**config.mk**
```make
export PLATFORM = sky130hd
export DESIGN_NAME = motor_imu_frame_decoder_core
export DESIGN_NICKNAME = d
export VERILOG_FILES = /design/src/hdl/mifd_pkg.sv /design/src/hdl/mifd_ram.sv /design/src/hdl/mifd_ctrl.sv /design/src/hdl/mifd_dp.sv /design/src/hdl/motor_imu_frame_decoder_core.sv
export SDC_FILE = /design/constraint.sdc
export NUM_CORES = 1
export LEC_CHECK = 0
export ABC_CLOCK_PERIOD_IN_PS = 12700
export BUFFER_PORTS_ARGS = -buffer_cell sky130_fd_sc_hd__buf_2
export CAP_MARGIN = 30
export CORE_AREA = 2 2 307 188
export CTS_BUF_LIST = sky130_fd_sc_hd__clkbuf_4
export CTS_CLUSTER_DIAMETER = 60
export DETAILED_ROUTE_END_ITERATION = 7
export DIE_AREA = 0 0 309 190
export PLACE_DENSITY = 0.79
export SLEW_MARGIN = 20
export SYNTH_ARGS = -nofsm -noshare
export SYNTH_HDL_FRONTEND = slang
export SYNTH_SLANG_ARGS = --single-unit
```
**constraint.sdc**
```tcl
create_clock -name clock -period 12.7 [get_ports clock]
set_input_delay 2.54 -clock clock [delete_from_list [all_inputs] [get_ports clock]]
set_output_delay 2.54 -clock clock [all_outputs]
set_load 0.03 [all_outputs]
```
**src/hdl/mifd_pkg.sv**
```systemverilog
// shared types and constants for the motor / imu frame decoder
// no dependencies; imported by mifd_ctrl, mifd_dp and the top level
`default_nettype none

package mifd_pkg;

   // defaults for the top level parameters
   localparam int MOTORS_DEF      = 4;
   localparam int IMUS_DEF        = 6;
   localparam int STORE_DEPTH_DEF = 64;

   // frame layout
   localparam int CTRL_BYTES    = 4;
   localparam int MOTOR_BYTES   = 5;
   localparam int IMU_BYTES     = 10;
   localparam int HEAD_MOTORS   = 2;
   localparam int MASK_W        = 4;
   localparam int IMU_UNIT_BASE = 4;

   // gather register holds the widest per-unit record
   localparam int GATHER_W = 8 * IMU_BYTES;
   localparam int FLEN_W   = 4;
   localparam int UIDX_W   = 3;

   localparam logic [6:0] VEL_MAX     = 7'd100;
   localparam logic [6:0] VEL_DEFAULT = 7'd50;

   // configuration register indexes
   localparam logic [1:0] CFG_MOTOR_START = 2'd0;
   localparam logic [1:0] CFG_IMU_START   = 2'd1;
   localparam logic [1:0] CFG_ALLOW_MASK  = 2'd2;

   localparam logic [7:0] MOTOR_START_RST = 8'd0;
   localparam logic [7:0] IMU_START_RST   = 8'd1;
   localparam logic [3:0] ALLOW_MASK_RST  = 4'd2;

   typedef struct packed {
      logic              count_clr;
      logic              store_wr;
      logic              is_motor;
      logic              fetch_start;
      logic [FLEN_W-1:0] fetch_len;
      logic              ctrl_latch;
      logic              result_load;
      logic [UIDX_W-1:0] unit_idx;
      logic              unit_last;
   } dp_cmd_type;

   typedef struct packed {
      logic hit_motor;
      logic hit_imu;
      logic store_full;
      logic frame_done;
      logic fetch_done;
   } dp_status_type;

endpackage

`default_nettype wire

```
**src/hdl/mifd_ram.sv**
```systemverilog
// generic single write port, single read port ram with registered read
// no dependencies
`default_nettype none

module mifd_ram #(
   parameter int WIDTH = 8,
   parameter int DEPTH = 64,
   localparam int AW = (DEPTH > 1) ? $clog2(DEPTH) : 1
) (
   input  wire logic             clock,
   input  wire logic             wr_en,
   input  wire logic [AW-1:0]    wr_addr,
   input  wire logic [WIDTH-1:0] wr_data,
   input  wire logic             rd_en,
   input  wire logic [AW-1:0]    rd_addr,
   output logic      [WIDTH-1:0] rd_data
);

   logic [WIDTH-1:0] mem [DEPTH];
   logic [WIDTH-1:0] rd_data_ff;

   assign rd_data = rd_data_ff;

   always_ff @(posedge clock) begin
      if (wr_en) begin
         mem[wr_addr] <= wr_data;
      end
      if (rd_en) begin
         rd_data_ff <= mem[rd_addr];
      end
   end

endmodule

`default_nettype wire

```
**src/hdl/mifd_ctrl.sv**
```systemverilog
// frame controller: start byte hunt, payload collect, per-unit fetch and send
// depends on mifd_pkg
`default_nettype none

module mifd_ctrl
   import mifd_pkg::*;
#(
   parameter int MOTORS = MOTORS_DEF,
   parameter int IMUS   = IMUS_DEF
) (
   input  wire logic          clock,
   input  wire logic          reset,
   input  wire logic          req_valid,
   output logic               req_ready,
   output logic               rsp_valid,
   input  wire logic          rsp_ready,
   input  wire dp_status_type status,
   output dp_cmd_type         cmd
);

   typedef enum logic [4:0] {
      ST_HUNT    = 5'b00001,
      ST_COLLECT = 5'b00010,
      ST_CFETCH  = 5'b00100,
      ST_UFETCH  = 5'b01000,
      ST_SEND    = 5'b10000
   } state_type;

   state_type         state_ff, state_in;
   logic              is_motor_ff, is_motor_in;
   logic [UIDX_W-1:0] unit_idx_ff, unit_idx_in;
   logic              req_accept;
   logic              unit_last;

   assign req_ready  = (state_ff == ST_HUNT) || (state_ff == ST_COLLECT);
   assign rsp_valid  = (state_ff == ST_SEND);
   assign req_accept = req_valid && req_ready;
   assign unit_last  = is_motor_ff ? (unit_idx_ff == UIDX_W'(MOTORS - 1))
                                   : (unit_idx_ff == UIDX_W'(IMUS - 1));

   always_comb begin
      state_in        = state_ff;
      is_motor_in     = is_motor_ff;
      unit_idx_in     = unit_idx_ff;
      cmd             = '0;
      cmd.is_motor    = is_motor_ff;
      cmd.unit_idx    = unit_idx_ff;
      cmd.unit_last   = unit_last;
      case (state_ff)
         ST_HUNT: begin
            if (req_accept && (status.hit_motor || status.hit_imu)) begin
               is_motor_in   = status.hit_motor;
               cmd.count_clr = 1'b1;
               state_in      = ST_COLLECT;
            end
         end
         ST_COLLECT: begin
            if (req_accept) begin
               if (status.store_full) begin
                  cmd.count_clr = 1'b1;
                  state_in      = ST_HUNT;
               end else begin
                  cmd.store_wr = 1'b1;
                  if (status.frame_done) begin
                     unit_idx_in     = '0;
                     cmd.fetch_start = 1'b1;
                     if (is_motor_ff) begin
                        cmd.fetch_len = FLEN_W'(CTRL_BYTES);
                        state_in      = ST_CFETCH;
                     end else begin
                        cmd.fetch_len = FLEN_W'(IMU_BYTES);
                        state_in      = ST_UFETCH;
                     end
                  end
               end
            end
         end
         ST_CFETCH: begin
            if (status.fetch_done) begin
               cmd.ctrl_latch  = 1'b1;
               cmd.fetch_start = 1'b1;
               cmd.fetch_len   = FLEN_W'(MOTOR_BYTES);
               state_in        = ST_UFETCH;
            end
         end
         ST_UFETCH: begin
            if (status.fetch_done) begin
               cmd.result_load = 1'b1;
               state_in        = ST_SEND;
            end
         end
         ST_SEND: begin
            if (rsp_ready) begin
               if (unit_last) begin
                  cmd.count_clr = 1'b1;
                  state_in      = ST_HUNT;
               end else begin
                  unit_idx_in     = unit_idx_ff + UIDX_W'(1);
                  cmd.fetch_start = 1'b1;
                  cmd.fetch_len   = is_motor_ff ? FLEN_W'(MOTOR_BYTES)
                                                : FLEN_W'(IMU_BYTES);
                  state_in        = ST_UFETCH;
               end
            end
         end
         default: begin
            state_in = ST_HUNT;
         end
      endcase
   end

   always_ff @(posedge clock) begin
      if (reset) begin
         state_ff    <= ST_HUNT;
         is_motor_ff <= 1'b0;
         unit_idx_ff <= '0;
      end else begin
         state_ff    <= state_in;
         is_motor_ff <= is_motor_in;
         unit_idx_ff <= unit_idx_in;
      end
   end

endmodule

`default_nettype wire

```
**src/hdl/mifd_dp.sv**
```systemverilog
// datapath: config registers, payload store, byte gather and result registers
// depends on mifd_pkg and mifd_ram
`default_nettype none

module mifd_dp
   import mifd_pkg::*;
#(
   parameter int MOTORS      = MOTORS_DEF,
   parameter int IMUS        = IMUS_DEF,
   parameter int STORE_DEPTH = STORE_DEPTH_DEF
) (
   input  wire logic          clock,
   input  wire logic          reset,
   input  wire logic [7:0]    rx_byte,
   input  wire logic          csr_wr,
   input  wire logic [1:0]    csr_index,
   input  wire logic [7:0]    csr_data,
   input  wire dp_cmd_type    cmd,
   output dp_status_type      status,
   output logic [3:0]         unit,
   output logic               enable,
   output logic               direction,
   output logic               angle_mode,
   output logic               angle_update,
   output logic [31:0]        angle_bits,
   output logic [6:0]         velocity,
   output logic signed [15:0] accel_x,
   output logic signed [15:0] accel_y,
   output logic signed [15:0] accel_z,
   output logic [31:0]        timestamp_ms,
   output logic               last
);

   localparam int ADDR_W    = $clog2(STORE_DEPTH);
   localparam int CNT_W     = $clog2(STORE_DEPTH + 1);
   localparam int MOTOR_LEN = CTRL_BYTES + MOTOR_BYTES * MOTORS;
   localparam int IMU_LEN   = IMU_BYTES * IMUS;

   logic [7:0]          motor_start_ff, imu_start_ff;
   logic [MASK_W-1:0]   allow_mask_ff;
   logic [CNT_W-1:0]    byte_count_ff;
   logic [ADDR_W-1:0]   rd_addr_ff;
   logic [FLEN_W-1:0]   fetch_left_ff;
   logic                rd_pend_ff;
   logic [GATHER_W-1:0] gather_ff;
   logic [31:0]         control_ff;
   logic [7:0]          rd_data;
   logic                rd_en;
   logic [CNT_W-1:0]    count_next;

   // result registers
   logic [3:0]          unit_ff;
   logic                enable_ff, direction_ff, angle_mode_ff, angle_update_ff;
   logic [31:0]         angle_bits_ff;
   logic [6:0]          velocity_ff;
   logic signed [15:0]  accel_x_ff, accel_y_ff, accel_z_ff;
   logic [31:0]         timestamp_ms_ff;
   logic                last_ff;

   // result build
   logic [3:0]  nib;
   logic        allowed, head;
   logic [7:0]  vel_byte;
   logic [6:0]  vel_clamp;
   logic        m_en, m_dir, m_mode, m_upd;
   logic [31:0] m_ang;
   logic [6:0]  m_vel;

   mifd_ram #(
      .WIDTH(8),
      .DEPTH(STORE_DEPTH)
   ) u_store (
      .clock  (clock),
      .wr_en  (cmd.store_wr),
      .wr_addr(byte_count_ff[ADDR_W-1:0]),
      .wr_data(rx_byte),
      .rd_en  (rd_en),
      .rd_addr(rd_addr_ff),
      .rd_data(rd_data)
   );

   assign rd_en      = (fetch_left_ff != '0);
   assign count_next = byte_count_ff + CNT_W'(1);

   assign unit         = unit_ff;
   assign enable       = enable_ff;
   assign direction    = direction_ff;
   assign angle_mode   = angle_mode_ff;
   assign angle_update = angle_update_ff;
   assign angle_bits   = angle_bits_ff;
   assign velocity     = velocity_ff;
   assign accel_x      = accel_x_ff;
   assign accel_y      = accel_y_ff;
   assign accel_z      = accel_z_ff;
   assign timestamp_ms = timestamp_ms_ff;
   assign last         = last_ff;

   always_comb begin
      status.hit_motor  = (rx_byte == motor_start_ff);
      status.hit_imu    = (rx_byte == imu_start_ff);
      status.store_full = (byte_count_ff == CNT_W'(STORE_DEPTH));
      status.frame_done = cmd.is_motor ? (count_next == CNT_W'(MOTOR_LEN))
                                       : (count_next == CNT_W'(IMU_LEN));
      status.fetch_done = (fetch_left_ff == '0) && !rd_pend_ff;
   end

   // config writes
   always_ff @(posedge clock) begin
      if (reset) begin
         motor_start_ff <= MOTOR_START_RST;
         imu_start_ff   <= IMU_START_RST;
         allow_mask_ff  <= ALLOW_MASK_RST;
      end else if (csr_wr) begin
         case (csr_index)
            CFG_MOTOR_START: motor_start_ff <= csr_data;
            CFG_IMU_START:   imu_start_ff   <= csr_data;
            CFG_ALLOW_MASK:  allow_mask_ff  <= csr_data[MASK_W-1:0];
            default: begin
            end
         endcase
      end
   end

   // byte counter and read sequencer
   always_ff @(posedge clock) begin
      if (reset) begin
         byte_count_ff <= '0;
         rd_addr_ff    <= '0;
         fetch_left_ff <= '0;
         rd_pend_ff    <= 1'b0;
      end else begin
         rd_pend_ff <= rd_en;
         if (cmd.count_clr) begin
            byte_count_ff <= '0;
            rd_addr_ff    <= '0;
         end else begin
            if (cmd.store_wr) begin
               byte_count_ff <= count_next;
            end
            if (rd_en) begin
               rd_addr_ff <= rd_addr_ff + ADDR_W'(1);
            end
         end
         if (cmd.fetch_start) begin
            fetch_left_ff <= cmd.fetch_len;
         end else if (rd_en) begin
            fetch_left_ff <= fetch_left_ff - FLEN_W'(1);
         end
      end
   end

   // bytes enter at the top, so a record of n bytes ends up in the top n bytes
   always_ff @(posedge clock) begin
      if (rd_pend_ff) begin
         gather_ff <= {rd_data, gather_ff[GATHER_W-1:8]};
      end
      if (cmd.ctrl_latch) begin
         control_ff <= gather_ff[GATHER_W-1 -: 32];
      end
   end

   always_comb begin
      nib       = control_ff[4*cmd.unit_idx +: 4];
      allowed   = (cmd.unit_idx < UIDX_W'(MASK_W))
                  && allow_mask_ff[cmd.unit_idx[$clog2(MASK_W)-1:0]];
      head      = (cmd.unit_idx < UIDX_W'(HEAD_MOTORS));
      vel_byte  = gather_ff[GATHER_W-1 -: 8];
      vel_clamp = (vel_byte > {1'b0, VEL_MAX}) ? VEL_MAX : vel_byte[6:0];
      m_en      = 1'b0;
      m_dir     = 1'b0;
      m_mode    = !head;
      m_upd     = 1'b0;
      m_ang     = '0;
      m_vel     = '0;
      if (allowed) begin
         m_en  = nib[0];
         m_dir = nib[1];
         if (nib[2]) begin
            m_mode = 1'b1;
            m_upd  = 1'b1;
            m_ang  = gather_ff[GATHER_W-9 -: 32];
            m_vel  = nib[3] ? vel_clamp : VEL_DEFAULT;
         end else if (head && nib[3]) begin
            m_vel = vel_clamp;
         end
      end
   end

   always_ff @(posedge clock) begin
      if (cmd.result_load) begin
         last_ff <= cmd.unit_last;
         if (cmd.is_motor) begin
            unit_ff         <= 4'(cmd.unit_idx);
            enable_ff       <= m_en;
            direction_ff    <= m_dir;
            angle_mode_ff   <= m_mode;
            angle_update_ff <= m_upd;
            angle_bits_ff   <= m_ang;
            velocity_ff     <= m_vel;
            accel_x_ff      <= '0;
            accel_y_ff      <= '0;
            accel_z_ff      <= '0;
            timestamp_ms_ff <= '0;
         end else begin
            unit_ff         <= 4'(IMU_UNIT_BASE) + 4'(cmd.unit_idx);
            enable_ff       <= 1'b0;
            direction_ff    <= 1'b0;
            angle_mode_ff   <= 1'b0;
            angle_update_ff <= 1'b0;
            angle_bits_ff   <= '0;
            velocity_ff     <= '0;
            accel_x_ff      <= gather_ff[15:0];
            accel_y_ff      <= gather_ff[31:16];
            accel_z_ff      <= gather_ff[47:32];
            timestamp_ms_ff <= gather_ff[79:48];
         end
      end
   end

endmodule

`default_nettype wire

```
**src/hdl/motor_imu_frame_decoder_core.sv**
```systemverilog
// top level of the motor / imu serial frame decoder
// depends on mifd_pkg, mifd_ctrl, mifd_dp and mifd_ram
//
//   channel | direction | handshake          | payload
//   req     | in        | req_valid/ready    | req_rx_byte
//   rsp     | out       | rsp_valid/ready    | unit, motor command, imu sample, last
//   csr     | in        | csr_valid/ready    | csr_index, csr_data
//
// a byte is taken every cycle while hunting for a start byte or collecting payload
// the final payload byte starts readback from the store: one byte a cycle; a motor frame
// first fetches its control word, then every record is fetched and then offered on rsp,
// and an rsp stall holds the fetch of the next record
// req_ready is low during readback
// reset returns to the hunt state and loads the register defaults; csr_ready is always high
`default_nettype none

module motor_imu_frame_decoder_core
   import mifd_pkg::*;
#(
   parameter int MOTORS      = MOTORS_DEF,
   parameter int IMUS        = IMUS_DEF,
   parameter int STORE_DEPTH = STORE_DEPTH_DEF
) (
   input  wire logic               clock,
   input  wire logic               reset,
   input  wire logic               req_valid,
   output logic                    req_ready,
   input  wire logic [7:0]         req_rx_byte,
   output logic                    rsp_valid,
   input  wire logic               rsp_ready,
   output logic [3:0]              rsp_unit,
   output logic                    rsp_enable,
   output logic                    rsp_direction,
   output logic                    rsp_angle_mode,
   output logic                    rsp_angle_update,
   output logic [31:0]             rsp_angle_bits,
   output logic [6:0]              rsp_velocity,
   output logic signed [15:0]      rsp_accel_x,
   output logic signed [15:0]      rsp_accel_y,
   output logic signed [15:0]      rsp_accel_z,
   output logic [31:0]             rsp_timestamp_ms,
   output logic                    rsp_last,
   input  wire logic               csr_valid,
   output logic                    csr_ready,
   input  wire logic [1:0]         csr_index,
   input  wire logic [7:0]         csr_data
);

   dp_cmd_type    cmd;
   dp_status_type status;

   assign csr_ready = 1'b1;

   mifd_ctrl #(
      .MOTORS(MOTORS),
      .IMUS  (IMUS)
   ) u_ctrl (
      .clock    (clock),
      .reset    (reset),
      .req_valid(req_valid),
      .req_ready(req_ready),
      .rsp_valid(rsp_valid),
      .rsp_ready(rsp_ready),
      .status   (status),
      .cmd      (cmd)
   );

   mifd_dp #(
      .MOTORS     (MOTORS),
      .IMUS       (IMUS),
      .STORE_DEPTH(STORE_DEPTH)
   ) u_dp (
      .clock       (clock),
      .reset       (reset),
      .rx_byte     (req_rx_byte),
      .csr_wr      (csr_valid && csr_ready),
      .csr_index   (csr_index),
      .csr_data    (csr_data),
      .cmd         (cmd),
      .status      (status),
      .unit        (rsp_unit),
      .enable      (rsp_enable),
      .direction   (rsp_direction),
      .angle_mode  (rsp_angle_mode),
      .angle_update(rsp_angle_update),
      .angle_bits  (rsp_angle_bits),
      .velocity    (rsp_velocity),
      .accel_x     (rsp_accel_x),
      .accel_y     (rsp_accel_y),
      .accel_z     (rsp_accel_z),
      .timestamp_ms(rsp_timestamp_ms),
      .last        (rsp_last)
   );

   // input side is closed while a result is offered on rsp
   a_no_overlap: assert property (@(posedge clock) disable iff (reset)
      !(rsp_valid && req_ready))
      else $error("input open while a result is pending");

   a_resume_hunt: assert property (@(posedge clock) disable iff (reset)
      (rsp_valid && rsp_ready && rsp_last) |=> (req_ready && !rsp_valid))
      else $error("decoder did not return to hunt after last item");

   a_angle_zero: assert property (@(posedge clock) disable iff (reset)
      (rsp_valid && !rsp_angle_update) |-> (rsp_angle_bits == '0))
      else $error("angle bits set without angle update");

   a_vel_range: assert property (@(posedge clock) disable iff (reset)
      rsp_valid |-> (rsp_velocity <= VEL_MAX))
      else $error("velocity above clamp");

endmodule

`default_nettype wire
```
==> flow_summary.yaml <==
outcome:
  status: "complete, no violations"
worst_setup_path:
  path_class: "flip-flop to primary output"
  reg2reg_depth: 7
  crit_fanout: 8
  cp_data_arrival_time_ps: 2050
  worstPathRequired_ps: 10160
  crit_path_end_kind: "primary output"
  startpoint_type: "flip-flop"
synthesis:
  ys_seq_elements: 795
  synth_area_mm2: 0.0305
  syn_nets: 1566
  ys.flop_type: "edfxtp_1"
  synthArstFlopShare_pct: 0
  synth_warnings: 0
  synth_edf_count: 748
  syn_inst: 1537
  ys_seq_area_share_pct: 76.8
  ys_types: 57
  synth_area_per_cell_um2: 19.8
grt:
  gr-usage-met1_pct: 38.5
  met2_usage_pct: 31.2
  grt_pass1_wl_um: 105000
  grt_max_degree: 69
  grt_usage_pct: 24.9
  gr-usage-met3_pct: 12.9
  antenna_found_initial: 1
  grt-busiest-layer: "met1"
  grt-ovfl-total: 0
  grt_pass1_vias: 15700
drt:
  wl_per_cell_um: 27.1
  num_vias: 16300
  dr.pass1.iters: 6
  drt_wl_total_um: 72600
  drt_iter0_markers: 2310
  vias_per_cell: 6.07
  drc: 0
  ant_nets: 0
place:
  hpwl_um: 46200
  placed_area_mm2: 0.0320
  io_buffers: 152
  gp_congestion: 0.877
  place_inst: 2397
power_and_ir_drop:
  p_seq_share_pct: 53.3
  clkPwrFrac_pct: 30.9
  swShare_pct: 26.7
  p_leak_nw: 11.1
  p_sw_mw: 1.62
  p_int_mw: 4.46
  power_mw: 6.08
  pwr_density_cell_mw_per_mm2: 178
  pwr-share-comb_pct: 15.8
  peakVddDrop_uv: 128
timing:
  max_freq_ghz: 0.218
  tightest_slew_ps: 977
  fin_crit_ps: 4590
  fin_crit_sh_pct: 36.2
  fin_worst_skew_ps: 82.3
  rsz0062_at_grt: "false"
  hold_violations: 0
  finalSetupViolations: 0
  slew_viol_final: 0
  max_slew_margin_pct: 34.8
  fin_tns_setup_ps: 0
cells_and_area:
  fin_area_mm2: 0.0341
  fin_util_pct: 60.6
  layout.nets: 1825
  fin_cells: 2679
  area_growth_pct: 12.0
  drive_gt1_share_pct: 32.3
job:
  maxCapViolCount: 0
floorplan:
  die_area_mm2: 0.0587
  coreArea_mm2: 0.0563
  dieHeight_um: 190
  fp.dieW_um: 309
  start_util_pct: 54.1
  rows: 68
  io_pins: 154
clocking:
  cts_tree: "done"
  post_cts_buffers: 0
  htree_levels: 4
  ctsResizeCount: 0
  cts_made_buffers: 166
  cts_root_buffer: "clkbuf_4"
  cts_hold_buf: 0
  clockBufferDepth: 3
  clk_latency_ps: 890
  cts.clk_slew.worst_paths_ps: 70
  clock-sinks: 795
hold_path:
  hold_depth: 0
  worst_hold_path_type: "flip-flop to flip-flop"
## cells in the mapped netlist (3+ instances only)
library cell / n / area share (%)
or3b_2: 4 / 0.11
xor2_1: 25 / 0.72
nor2_1: 119 / 1.5
ha_1: 6 / 0.25
nand4_1: 7 / 0.14
a21oi_1: 26 / 0.43
nor4_1: 5 / 0.10
mux4_2: 166 / 12
buf_2: 21 / 0.34
nor3b_1: 5 / 0.12
a211o_1: 3 / 0.086
a31oi_1: 3 / 0.062
clkbuf_1: 51 / 0.63
o211ai_1: 3 / 0.074
and2_1: 34 / 0.70
o21ai_0: 9 / 0.15
and3_1: 4 / 0.082
nand2_1: 24 / 0.30
nor2b_1: 90 / 1.8
nand3_1: 10 / 0.16
or3_1: 8 / 0.16
buf_6: 5 / 0.18
inv_1: 11 / 0.14
nand3b_1: 10 / 0.25
mux2i_1: 30 / 0.99
a211oi_1: 8 / 0.20
dfxtp_1: 47 / 3.1
buf_1: 8 / 0.099
xnor2_1: 7 / 0.20
edfxtp_1: 748 / 74
nor3_1: 12 / 0.20
## layout by cell type, fill, tap and decap left out, types with 3 or more instances in the layout
cell / count
nor4_1: 5
inv_2: 4
clkbuf_4: 241
or3_1: 8
and2_1: 34
nand3b_1: 10
buf_2: 152
mux4_2: 166
nand4_1: 7
a211o_1: 3
nor2b_1: 90
clkinv_2: 4
and3_1: 4
inv_1: 11
dfxtp_4: 4
nand2_1: 24
xnor2_1: 7
bufinv_16: 3
a21oi_1: 26
edfxtp_1: 748
nand3_1: 10
buf_4: 23
clkinv_1: 23
mux2i_1: 30
or3b_2: 4
nor3_1: 10
nor3b_1: 5
a31oi_1: 3
o21ai_0: 9
ha_1: 6
dfxtp_1: 41
a211oi_1: 8
xor2_1: 25
o211ai_1: 3
nor2_1: 119
## path summary, 6_finish.rpt
check                     startpoint                 endpoint  slack [ps]
min          u_dp.u_store.rd_data[4]       u_dp.gather_ff[76]         420
max reg2reg       u_dp.rd_addr_ff[0]  u_dp.u_store.rd_data[4]        8660
max               u_ctrl.state_ff[3]                rsp_valid        8110
min reg2reg  u_dp.u_store.rd_data[4]       u_dp.gather_ff[76]         420
## state kept, by name, indices dropped and copies added (netlist names), 3 cells and up
register,cells
u_dp.unit,4
u_ctrl.state_ff,5
u_dp.angle_bits,32
u_dp.byte_count_ff,7
u_dp.control_ff,20
u_dp.rd_addr_ff,6
u_dp.fetch_left_ff,4
u_dp.motor_start_ff,8
u_dp.accel_y,16
u_dp.timestamp_ms,32
u_dp.gather_ff,80
u_dp.imu_start_ff,8
u_dp.allow_mask_ff,4
u_dp.u_store.rd_data,8
u_ctrl.unit_idx_ff,3
u_dp.accel_z,16
u_dp.u_store.mem,512
u_dp.velocity,7
u_dp.accel_x,16
## power by group through the flow
stage / Clock (mW) / Sequential [mW] / Combinational, mW
floorplan: 0 / 3.19 / 0.696
global placement: 0 / 3.29 / 0.907
detailed placement: 0 / 3.30 / 0.935
CTS: 1.91 / 3.24 / 0.939
global route: 2.03 / 3.26 / 1.01
finish: 1.88 / 3.24 / 0.963
## per-stage QoR
step	setup slack (ps)	hold slack (ps)
global placement	7660	405
global route	7950	441
CTS	8080	420
floorplan	1620	400
finish	8110	418
detailed placement	7460	410
## logic make-up (layout without fill, tap and decap cells)
logic type / after synthesis / count (layout) / share of synthesized area (%)
muxes: 196 / 196 / 13.3
and+or+nand+nor: 338 / 338 / 5.80
buffers and inverters: 98 / 469 / 1.44
DFF: 795 / 795 / 76.8
other: 1 / 2 / 0.0123
xor gates and xnor gates: 32 / 32 / 0.920
adders and majority gates: 6 / 6 / 0.246
AOI/OAI and AO/OA: 71 / 71 / 1.54
## final cells by class
type                    instances  area [µm²]
flip-flops and latches        795       23400
diodes                          1        2.50
clock inverters                39         253
clock buffers                 241        1810
inverters                      11        41.3
well taps                     770         963
multi-input cells             644        6650
repair buffers                178        1000
fillers                      3884       22200
## metal layers
| metal | share of wire [%] | wire [µm] | vias to the layer above |
|---|---|---|---|
| met4 | 0.83 | 604 | 4 |
| met5 | 0.43 | 315 | - |
| met3 | 18 | 12800 | 55 |
| li1 | - | - | 6712 |
| met1 | 41 | 29700 | 8217 |
| met2 | 40 | 29200 | 1271 |
## worst max-delay path: stages, from the launching register on
cell,delay [ps]
dfxtp_1,400
nor2_1,180
nand3_1,170
inv_1,190
buf_2,240
Power figures use the tool's default switching activity.
